<file path="src/hdl/cdseg_pkg.sv">
package cdseg_pkg;

    localparam int MIN_W   = 7;
    localparam int SEC_W   = 6;
    localparam int MS_W    = 10;
    localparam int SCAN_W  = 2;
    localparam int SEG_W   = 7;
    localparam int PORT_W  = 12;
    localparam int CFG_W   = 10;
    localparam int BCD_W   = 4;

    localparam logic [MIN_W-1:0]  START_MINUTES_RST = MIN_W'(24);
    localparam logic [MS_W-1:0]   MS_RELOAD_RST     = MS_W'(999);
    localparam logic [SEC_W-1:0]  SEC_RELOAD        = SEC_W'(59);
    localparam logic [SEG_W-1:0]  SEG_ALL_ON        = SEG_W'(8'h7f);

    localparam logic [SCAN_W-1:0] DIGIT_UNITS     = 2'd0;
    localparam logic [SCAN_W-1:0] DIGIT_TENS      = 2'd1;
    localparam logic [SCAN_W-1:0] DIGIT_HUNDREDS  = 2'd2;
    localparam logic [SCAN_W-1:0] DIGIT_THOUSANDS = 2'd3;

    typedef enum logic [0:0] {
        CFG_START_MINUTES = 1'b0,
        CFG_MS_RELOAD     = 1'b1
    } cfg_index_t;

    // quotient by ten via reciprocal multiply, exact for 0..127
    function automatic logic [BCD_W-1:0] div10(input logic [MIN_W-1:0] x);
        logic [14:0] prod;
        prod = 15'(x) * 15'd205;
        return prod[14:11];
    endfunction

    function automatic logic [BCD_W-1:0] mod10(input logic [MIN_W-1:0] x);
        logic [MIN_W-1:0] rem;
        rem = x - MIN_W'(div10(x)) * MIN_W'(10);
        return rem[BCD_W-1:0];
    endfunction

    function automatic logic [SEG_W-1:0] seg_decode(input logic [BCD_W-1:0] d);
        logic [SEG_W-1:0] s;
        case (d)
            4'd0:    s = 7'h3f;
            4'd1:    s = 7'h06;
            4'd2:    s = 7'h5b;
            4'd3:    s = 7'h4f;
            4'd4:    s = 7'h66;
            4'd5:    s = 7'h6d;
            4'd6:    s = 7'h7d;
            4'd7:    s = 7'h07;
            4'd8:    s = 7'h7f;
            4'd9:    s = 7'h6f;
            default: s = 7'h3f;
        endcase
        return s;
    endfunction

endpackage

</file>
<file path="src/hdl/countdown_seven_segment_scan_top.sv">
// Channel  Direction  Handshake                  Payload
// in       input      in_valid / in_ready        restart
// out      output     out_valid / out_ready      port_word, digit_index, segments, expired
// cfg      input      cfg_we (no handshake back) cfg_index, cfg_data
//
// One word per cycle while the output register drains: counters update and the digit is
// decoded in the accepting cycle, the result word sits in the output register from the next cycle.
// in_ready is high while the output register is empty or being emptied.
// Reset clears counters (minutes to 24), scan to units, output register empty.
// A stall on out holds the result word; in stalls only while it is held.
module countdown_seven_segment_scan_top (
    input  logic                          clk,
    input  logic                          rst_n,
    input  logic                          cfg_we,
    input  cdseg_pkg::cfg_index_t         cfg_index,
    input  logic [cdseg_pkg::CFG_W-1:0]   cfg_data,
    input  logic                          in_valid,
    output logic                          in_ready,
    input  logic                          restart,
    output logic                          out_valid,
    input  logic                          out_ready,
    output logic [cdseg_pkg::PORT_W-1:0]  port_word,
    output logic [cdseg_pkg::SCAN_W-1:0]  digit_index,
    output logic [cdseg_pkg::SEG_W-1:0]   segments,
    output logic                          expired
);
    import cdseg_pkg::*;

    logic [MIN_W-1:0]  start_min_reg;
    logic [MS_W-1:0]   ms_reload_reg;
    logic [MS_W-1:0]   ms_reg,   ms_next;
    logic [SEC_W-1:0]  sec_reg,  sec_next;
    logic [MIN_W-1:0]  min_reg,  min_next;
    logic [SCAN_W-1:0] scan_reg;
    logic              out_valid_reg;
    logic [PORT_W-1:0] port_reg;
    logic [SCAN_W-1:0] digit_reg;
    logic [SEG_W-1:0]  seg_reg;
    logic              expired_reg;

    logic              accept;
    logic              expired_next;
    logic [BCD_W-1:0]  digit_val;
    logic [SEG_W-1:0]  seg_next;
    logic [3:0]        enables;
    logic [MIN_W-1:0]  sec_wide;

    assign in_ready = !out_valid_reg || out_ready;
    assign accept   = in_valid && in_ready;

    always_ff @(posedge clk or negedge rst_n)
    begin
        if (!rst_n)
        begin
            start_min_reg <= START_MINUTES_RST;
            ms_reload_reg <= MS_RELOAD_RST;
        end
        else if (cfg_we)
        begin
            case (cfg_index)
                CFG_START_MINUTES: start_min_reg <= cfg_data[MIN_W-1:0];
                CFG_MS_RELOAD:     ms_reload_reg <= cfg_data[MS_W-1:0];
                default:           ;
            endcase
        end
    end

    // counter update
    always_comb
    begin
        ms_next  = ms_reg;
        sec_next = sec_reg;
        min_next = min_reg;
        if (restart)
        begin
            ms_next  = '0;
            sec_next = '0;
            min_next = start_min_reg;
        end
        else if (min_reg != '0)
        begin
            if (ms_reg <= MS_W'(1))
            begin
                ms_next = ms_reload_reg;
                if (sec_reg <= SEC_W'(1))
                begin
                    sec_next = SEC_RELOAD;
                    min_next = min_reg - MIN_W'(1);
                end
                else
                begin
                    sec_next = sec_reg - SEC_W'(1);
                end
            end
            else
            begin
                ms_next = ms_reg - MS_W'(1);
            end
        end
    end

    // digit decode; seconds stay below 100 so no carry into minutes digits
    always_comb
    begin
        sec_wide     = MIN_W'(sec_next);
        expired_next = (min_next == '0);
        case (scan_reg)
            DIGIT_UNITS:     digit_val = mod10(sec_wide);
            DIGIT_TENS:      digit_val = div10(sec_wide);
            DIGIT_HUNDREDS:  digit_val = mod10(min_next);
            DIGIT_THOUSANDS: digit_val = mod10(MIN_W'(div10(min_next)));
            default:         digit_val = '0;
        endcase
        seg_next = expired_next ? SEG_ALL_ON : seg_decode(digit_val);
        enables  = 4'b1111;
        enables[SCAN_W'(3) - scan_reg] = 1'b0;
    end

    always_ff @(posedge clk or negedge rst_n)
    begin
        if (!rst_n)
        begin
            ms_reg        <= '0;
            sec_reg       <= '0;
            min_reg       <= START_MINUTES_RST;
            scan_reg      <= DIGIT_UNITS;
            out_valid_reg <= 1'b0;
        end
        else
        begin
            if (accept)
            begin
                ms_reg   <= ms_next;
                sec_reg  <= sec_next;
                min_reg  <= min_next;
                scan_reg <= scan_reg + SCAN_W'(1);
            end
            if (accept)
                out_valid_reg <= 1'b1;
            else if (out_ready)
                out_valid_reg <= 1'b0;
        end
    end

    always_ff @(posedge clk)
    begin
        if (accept)
        begin
            port_reg    <= {seg_next, enables, 1'b0};
            digit_reg   <= scan_reg;
            seg_reg     <= seg_next;
            expired_reg <= expired_next;
        end
    end

    assign out_valid   = out_valid_reg;
    assign port_word   = port_reg;
    assign digit_index = digit_reg;
    assign segments    = seg_reg;
    assign expired     = expired_reg;

endmodule

</file>
<file path="config.mk">
export PLATFORM = sky130hd
export DESIGN_NAME = countdown_seven_segment_scan_top
export DESIGN_NICKNAME = d
export VERILOG_FILES = /design/src/hdl/cdseg_pkg.sv /design/src/hdl/countdown_seven_segment_scan_top.sv
export SDC_FILE = /design/constraint.sdc
export NUM_CORES = 1
export LEC_CHECK = 0
export BUFFER_PORTS_ARGS = -buffer_cell sky130_fd_sc_hd__buf_2
export CAP_MARGIN = 25
export CORE_UTILIZATION = 55
export CTS_CLUSTER_DIAMETER = 40
export DETAILED_ROUTE_END_ITERATION = 6
export GPL_TIMING_DRIVEN = 0
export PLACE_DENSITY = 0.85
export SLEW_MARGIN = 10
export SYNTH_ARGS = -nofsm -noshare
export SYNTH_HDL_FRONTEND = slang
export SYNTH_SLANG_ARGS = --single-unit
</file>
<file path="constraint.sdc">
create_clock -name clk -period 8.9 [get_ports clk]
set_input_delay 1.78 -clock clk [delete_from_list [all_inputs] [get_ports clk]]
set_output_delay 1.78 -clock clk [all_outputs]
set_load 0.02 [all_outputs]
</file>
==> results of run 1 <==
==> final cells by class <==
cell class	count	area, sq um
fill	686	2960
buffer	19	119
sequential	57	1510
timing repair buffer	63	403
clock buffer	9	124
inverter	70	268
tap	129	161
multi-input combinational	414	3690
clock inverter	7	52.6
==> path summary, 6_finish.rpt <==
check                      depth (start not counted)                   endpoint              startpoint  slack (ns)
min reg2reg                                        2     sec_reg[1]$_DFFE_PN0P_  sec_reg[1]$_DFFE_PN0P_        0.51
max in group asynchronous                          2     min_reg[3]$_DFFE_PN1P_                   rst_n        7.11
min in group asynchronous                          1      ms_reg[0]$_DFFE_PN0P_                   rst_n        1.26
max reg2reg                                       37  segments[4]$_SDFFCE_PP1P_   ms_reg[8]$_DFFE_PN0P_        0.18
min                                                2     sec_reg[1]$_DFFE_PN0P_  sec_reg[1]$_DFFE_PN0P_        0.51
max                                               37  segments[4]$_SDFFCE_PP1P_   ms_reg[8]$_DFFE_PN0P_        0.18
==> logic make-up after synthesis <==
| kind of cell | Yosys count | share of synthesized area |
|---|---|---|
| AOI/OAI and AO/OA | 114 | 0.147 |
| xor gates and xnor gates | 21 | 0.0407 |
| adders and majority gates | 100 | 0.258 |
| buffers and inverters | 90 | 0.0718 |
| DFF | 57 | 0.284 |
| muxes | 20 | 0.0421 |
| other | 1 | 0.000706 |
| and+or+nand+nor | 158 | 0.155 |
==> timing repair <==
action | 4_1_cts | 5_1_grt
pin swaps | 11 | 33
cloned | 0 | 0
endpoints found under the setup margin | 7 | 7
setup buffers | 11 | 13
gates resized for setup | 16 | 36
==> per-layer routing <==
metal	wire (microns)	global-route usage
met4	392	0.111
met2	6510	0.439
met3	591	0.0425
met5	0	0
met1	5250	0.316
==> Yosys cell counts, drive strengths merged (2+ instances only) <==
cell type	n	share of area
xnor2	17	0.032
a31oi	5	0.0059
o21a	4	0.0057
buf	10	0.014
clkbuf	10	0.0071
inv	69	0.049
dfrtp	31	0.15
nand2b	7	0.0082
fa	16	0.060
o221ai	2	0.0033
nor2	33	0.023
nor2b	5	0.0059
o2111ai	3	0.0049
edfxtp	14	0.079
ha	84	0.20
dfstp	12	0.059
or4	2	0.0028
nand3b	2	0.0028
or2	5	0.0064
nor4	11	0.014
nand4b	2	0.0033
a211oi	5	0.0094
or3	4	0.0047
a31o	2	0.0033
mux2	19	0.040
and3	4	0.0057
a21boi	2	0.0028
a2111oi	2	0.0045
o22ai	2	0.0024
o31a	3	0.0052
nand4	7	0.0082
and2	6	0.0071
a21o	2	0.0028
or4b	2	0.0045
xor2	3	0.0049
o311ai	2	0.0066
nand3	15	0.014
o21ai	45	0.042
a21oi	22	0.021
nor3	8	0.0075
and4	2	0.0033
nand2	41	0.029
==> placed cells by master, fill, tap and decap left out, types with 8 or more instances in the layout <==
cell / count
dfrtp_1: 31
buf_4: 31
mux2_2: 19
nor2_1: 33
inv_1: 63
ha_1: 73
nand3_1: 15
ha_4: 9
edfxtp_1: 14
buf_2: 39
clkbuf_8: 9
o21ai_0: 41
nand2_1: 40
xnor2_1: 12
dfstp_2: 12
fa_1: 16
nor4_1: 10
nor3_1: 8
a21oi_1: 18
==> critical path, delay by kind of cell, from the launching register on <==
family | cells | cell delay (ns)
AND/OR/NAND/NOR | 9 | 2.50
buffers and inverters | 6 | 0.56
AO/OA/AOI/OAI | 11 | 1.98
XOR/XNOR | 2 | 0.55
adder cells (fa/ha/maj) | 9 | 2.50
flip-flops | 1 | 0.38
==> stage by stage <==
step	instance area [sq um]	hold WS, ns	worst slack [ns]	std cells	TNS, ns
CTS	6020	0.516	0.00479	755	0
detailed placement	5710	0.498	-0.885	728	-4.78
global placement	5710	0.488	-0.660	728	-3.31
global route	6330	0.535	-0.165	768	-0.343
floorplan	5360	0.462	0.0504	561	0
finish	6330	0.513	0.179	768	0
==> flow_metrics.env, run 1 <==
export IMPL_status="finished, final reports clean"
export IMPL_fmax_ghz=0.115
export IMPL_grt_pass1_wl_microns=19900
export IMPL_cp_data_arrival_time_ns=8.83
export IMPL_worst_slew_pin_slew_ns=0.693
export IMPL_fp_dieW_microns=100
export IMPL_finalNetCount=751
export IMPL_fp_dieH_microns=100
export IMPL_via_count=4514
export IMPL_cts_made_buffers=9
export IMPL_clock_latency_ns=0.36
export IMPL_gp_congestion=0.894
export IMPL_cts_root_buf="clkbuf_8"
export IMPL_viasPerCell=5.88
export IMPL_drive_gt1_frac=0.280
export IMPL_syn_inst=561
export IMPL_max_slew_margin=0.533
export IMPL_synth_seq_cells=57
export IMPL_first_iter_violations=369
export IMPL_period_share=0.980
export IMPL_grt_start_max_net_pins=44
export IMPL_portBuffers=38
export IMPL_dp_hpwl_microns=9080
export IMPL_setup_violations=0
export IMPL_required_ns=9.01
export IMPL_wl_microns=12700
export IMPL_cpMaxStageDelayCell="or4b_4"
export IMPL_dieArea_sq_um=10100
export IMPL_drt_pass1_iterations=5
export IMPL_ys_warn_count=0
export IMPL_rsz0062_at_grt="true"
export IMPL_avgSynthCellArea_sq_um=9.47
export IMPL_first_global_vias=4377
export IMPL_end_kind="flip-flop"
export IMPL_dominantRegCellSynth="dfrtp_1"
export IMPL_cp_start_kind="flip-flop"
export IMPL_path_clk_slew_ns=0.07
export IMPL_synthArstFlopShare=0.754
export IMPL_clock_sinks=57
export IMPL_netlist_area_sq_um=5310
export IMPL_syn_nets=678
export IMPL_wl_per_cell_microns=16.6
export IMPL_grt_total_usage=0.255
export IMPL_io_pins=41
export IMPL_hold_buffers=0
export IMPL_final_hold_viol_count=0
export IMPL_drc=0
export IMPL_overflow=0
export IMPL_synth_edff_count=14
export IMPL_critPathMaxStageDelay_ns=0.57
export IMPL_h_tree_depth=3
export IMPL_max_cap_violations=0
export IMPL_final_core_util=0.682
export IMPL_start_util=0.572
export IMPL_hold_path_class="flip-flop to flip-flop"
export IMPL_antenna_found_initial=0
export IMPL_clock_path_buffers=2
export IMPL_synthDistinctLibCells=74
export IMPL_crit_fanout=6
export IMPL_cts_tree="done"
export IMPL_core_region_area_sq_um=9280
export IMPL_floorplan_rows=35
export IMPL_slew_violations=0
export IMPL_num_antenna_cells=0
export IMPL_syn_to_final_growth_pct=19.1
export IMPL_period_minus_slack_ns=8.72
export IMPL_seq_area_frac_synth=0.284
export IMPL_fin_skew_ns=0.0130
export IMPL_critPathKind="flip-flop to flip-flop"
export IMPL_ant_nets=0
Power of run 1 is left out: the tool's default activity adds up to more than one toggle a clock period on the data nets, which glitch-free logic cannot reach.
==> inputs of run 2 (changes only) <==
--- a/config.mk
+++ b/config.mk
@@ -11,7 +11,7 @@
 export CTS_CLUSTER_DIAMETER = 40
 export DETAILED_ROUTE_END_ITERATION = 6
 export GPL_TIMING_DRIVEN = 0
-export PLACE_DENSITY = 0.85
+export PLACE_DENSITY = 0.83
 export SLEW_MARGIN = 10
 export SYNTH_ARGS = -nofsm -noshare
 export SYNTH_HDL_FRONTEND = slang
==> constraint.sdc (replaced) <==
create_clock -name clk -period 10.1 [get_ports clk]
set_input_delay 2.02 -clock clk [delete_from_list [all_inputs] [get_ports clk]]
set_output_delay 2.02 -clock clk [all_outputs]
set_load 0.02 [all_outputs]
==> run 2 against run 1 <==
Against the previous run: clock skew shrank 0.0035 ns; first-iteration DRC count shrank 9.8%; utilization shrank 3.7 points; non-clock buffer count shrank 21; sequential cell count is the same; worst hold slack is essentially flat; final cell count shrank 2.7%; cell area shrank 5.4%; register-to-register slack gained 0.25 ns; global-route usage grew 0.14 points; clock-buffer cell count grew 3; critical endpoint unchanged.
==> flow_metrics.env, run 2 (synthesized netlist as in run 1, its figures left out) <==
export IMPL_status="finished, final reports clean"
export IMPL_cts_tree="done"
export IMPL_io_pins=41
export IMPL_clock_path_buffers=2
export IMPL_dieArea_sq_um=10100
export IMPL_start_util=0.572
export IMPL_path_clk_slew_ns=0.06
export IMPL_fp_dieH_microns=100
export IMPL_h_tree_depth=3
export IMPL_critPathMaxStageDelay_ns=0.46
export IMPL_syn_to_final_growth_pct=12.6
export IMPL_num_antenna_cells=0
export IMPL_layout_common_cells="ha_1, inv_1, o21ai_0, nand2_1, buf_2"
export IMPL_fmax_ghz=0.103
export IMPL_period_minus_slack_ns=9.73
export IMPL_hold_buffers=0
export IMPL_cp_data_arrival_time_ns=9.83
export IMPL_required_ns=10.19
export IMPL_drive_gt1_frac=0.210
export IMPL_critPathKind="input port to flip-flop"
export IMPL_cpMaxStageDelayCell="fa_1"
export IMPL_stdcell_area_sq_um=5980
export IMPL_crit_fanout=10
export IMPL_layout_commonest_cell="ha_1"
export IMPL_antenna_found_initial=0
export IMPL_first_iter_violations=333
export IMPL_hold_path_cell_count=2
export IMPL_hold_path_class="flip-flop to flip-flop"
export IMPL_cp_start_kind="input port"
export IMPL_cts_root_buf="clkbuf_8"
export IMPL_worst_slack_ns=0.368
export IMPL_ant_nets=0
export IMPL_crit_top_cell="ha_1"
export IMPL_core_region_area_sq_um=9280
export IMPL_rrSetupSlack_ns=0.43
export IMPL_period_share=0.964
export IMPL_viasPerCell=5.84
export IMPL_wl_microns=11900
export IMPL_dp_hpwl_microns=9130
export IMPL_worst_slew_pin_slew_ns=0.809
export IMPL_via_count=4365
export IMPL_max_slew_margin=0.455
export IMPL_grt_total_usage=0.256
export IMPL_gp_congestion=0.884
export IMPL_grt_pass1_wl_microns=20300
export IMPL_clock_sinks=57
export IMPL_fin_skew_ns=0.00943
export IMPL_dpl_cell_area_sq_um=5670
export IMPL_fp_dieW_microns=100
export IMPL_drc=0
export IMPL_floorplan_rows=35
export IMPL_max_cap_violations=0
export IMPL_wl_per_cell_microns=15.9
export IMPL_clock_latency_ns=0.34
export IMPL_whs_ns=0.514
export IMPL_r2r_cells=39
export IMPL_setup_violations=0
export IMPL_drt_pass1_iterations=5
export IMPL_portBuffers=38
export IMPL_overflow=0
export IMPL_cts_made_buffers=9
export IMPL_end_kind="flip-flop"
export IMPL_slew_violations=0
export IMPL_first_global_vias=4387
export IMPL_pre_cts_slack_ns=-0.672
export IMPL_finalNetCount=730
export IMPL_final_hold_viol_count=0
export IMPL_grt_start_max_net_pins=44
run 2: cell types whose count changed in the layout (fill, tap and decap cells not counted), sizes merged:
cell and delta:
clkbuf +4, buf -22, inv -2, clkinvlp -1
run 2: worst max-delay path: cells and delay by family:
| family | cells | cell delay (ns) |
|---|---|---|
| simple gates | 8 | 1.71 |
| xor+xnor | 2 | 0.39 |
| buf+inv | 6 | 0.91 |
| fa+ha+maj | 9 | 2.62 |
| compound gates | 11 | 2.17 |
run 2: through the flow:
step	TNS, ns	std cells	utilization
after detailed placement	-3.46	728	0.610
after global routing	-0.0168	747	0.645
after global placement	-0.724	728	0.610
final	0	747	0.645
after floorplan	0	561	-
after CTS	0	744	0.632
run 2: worst paths after layout:
| kind | start | endpoint |
|---|---|---|
| max in group asynchronous | rst_n | min_reg[3]$_DFFE_PN1P_ |
| worst max-delay path | restart | segments[4]$_SDFFCE_PP1P_ |
| worst min register to register | ms_reg[8]$_DFFE_PN0P_ | ms_reg[8]$_DFFE_PN0P_ |
| worst min-delay path | ms_reg[8]$_DFFE_PN0P_ | ms_reg[8]$_DFFE_PN0P_ |
| min in group asynchronous | rst_n | ms_reg[0]$_DFFE_PN0P_ |
| worst max register to register | ms_reg[6]$_DFFE_PN0P_ | segments[4]$_SDFFCE_PP1P_ |
run 2: per-layer routing:
layer | track usage | up-vias | routed length, microns
met5 | 0 | - | 0
met4 | 0.0847 | 0 | 179
met3 | 0.0474 | 19 | 497
met2 | 0.442 | 118 | 6120
met1 | 0.325 | 2148 | 5120
li1 | - | 2080 | -
run 2: layout make-up:
type	count	area, sq um
repair buffers	41	233
plain buffers	20	120
clock inverters	4	23.8
inverters	70	268
well taps	129	161
fillers	764	3300
clock buffers	12	166
multi-input cells	414	3500
flip-flops and latches	57	1510
run 2: what timing repair did:
action	in CTS	in global routing
endpoints found under the setup margin	7	7
pin swaps	0	1
setup buffers	0	2
endpoints found under the hold margin	0	0
resized for setup	4	17
Power of run 2 is left out for the same reason.
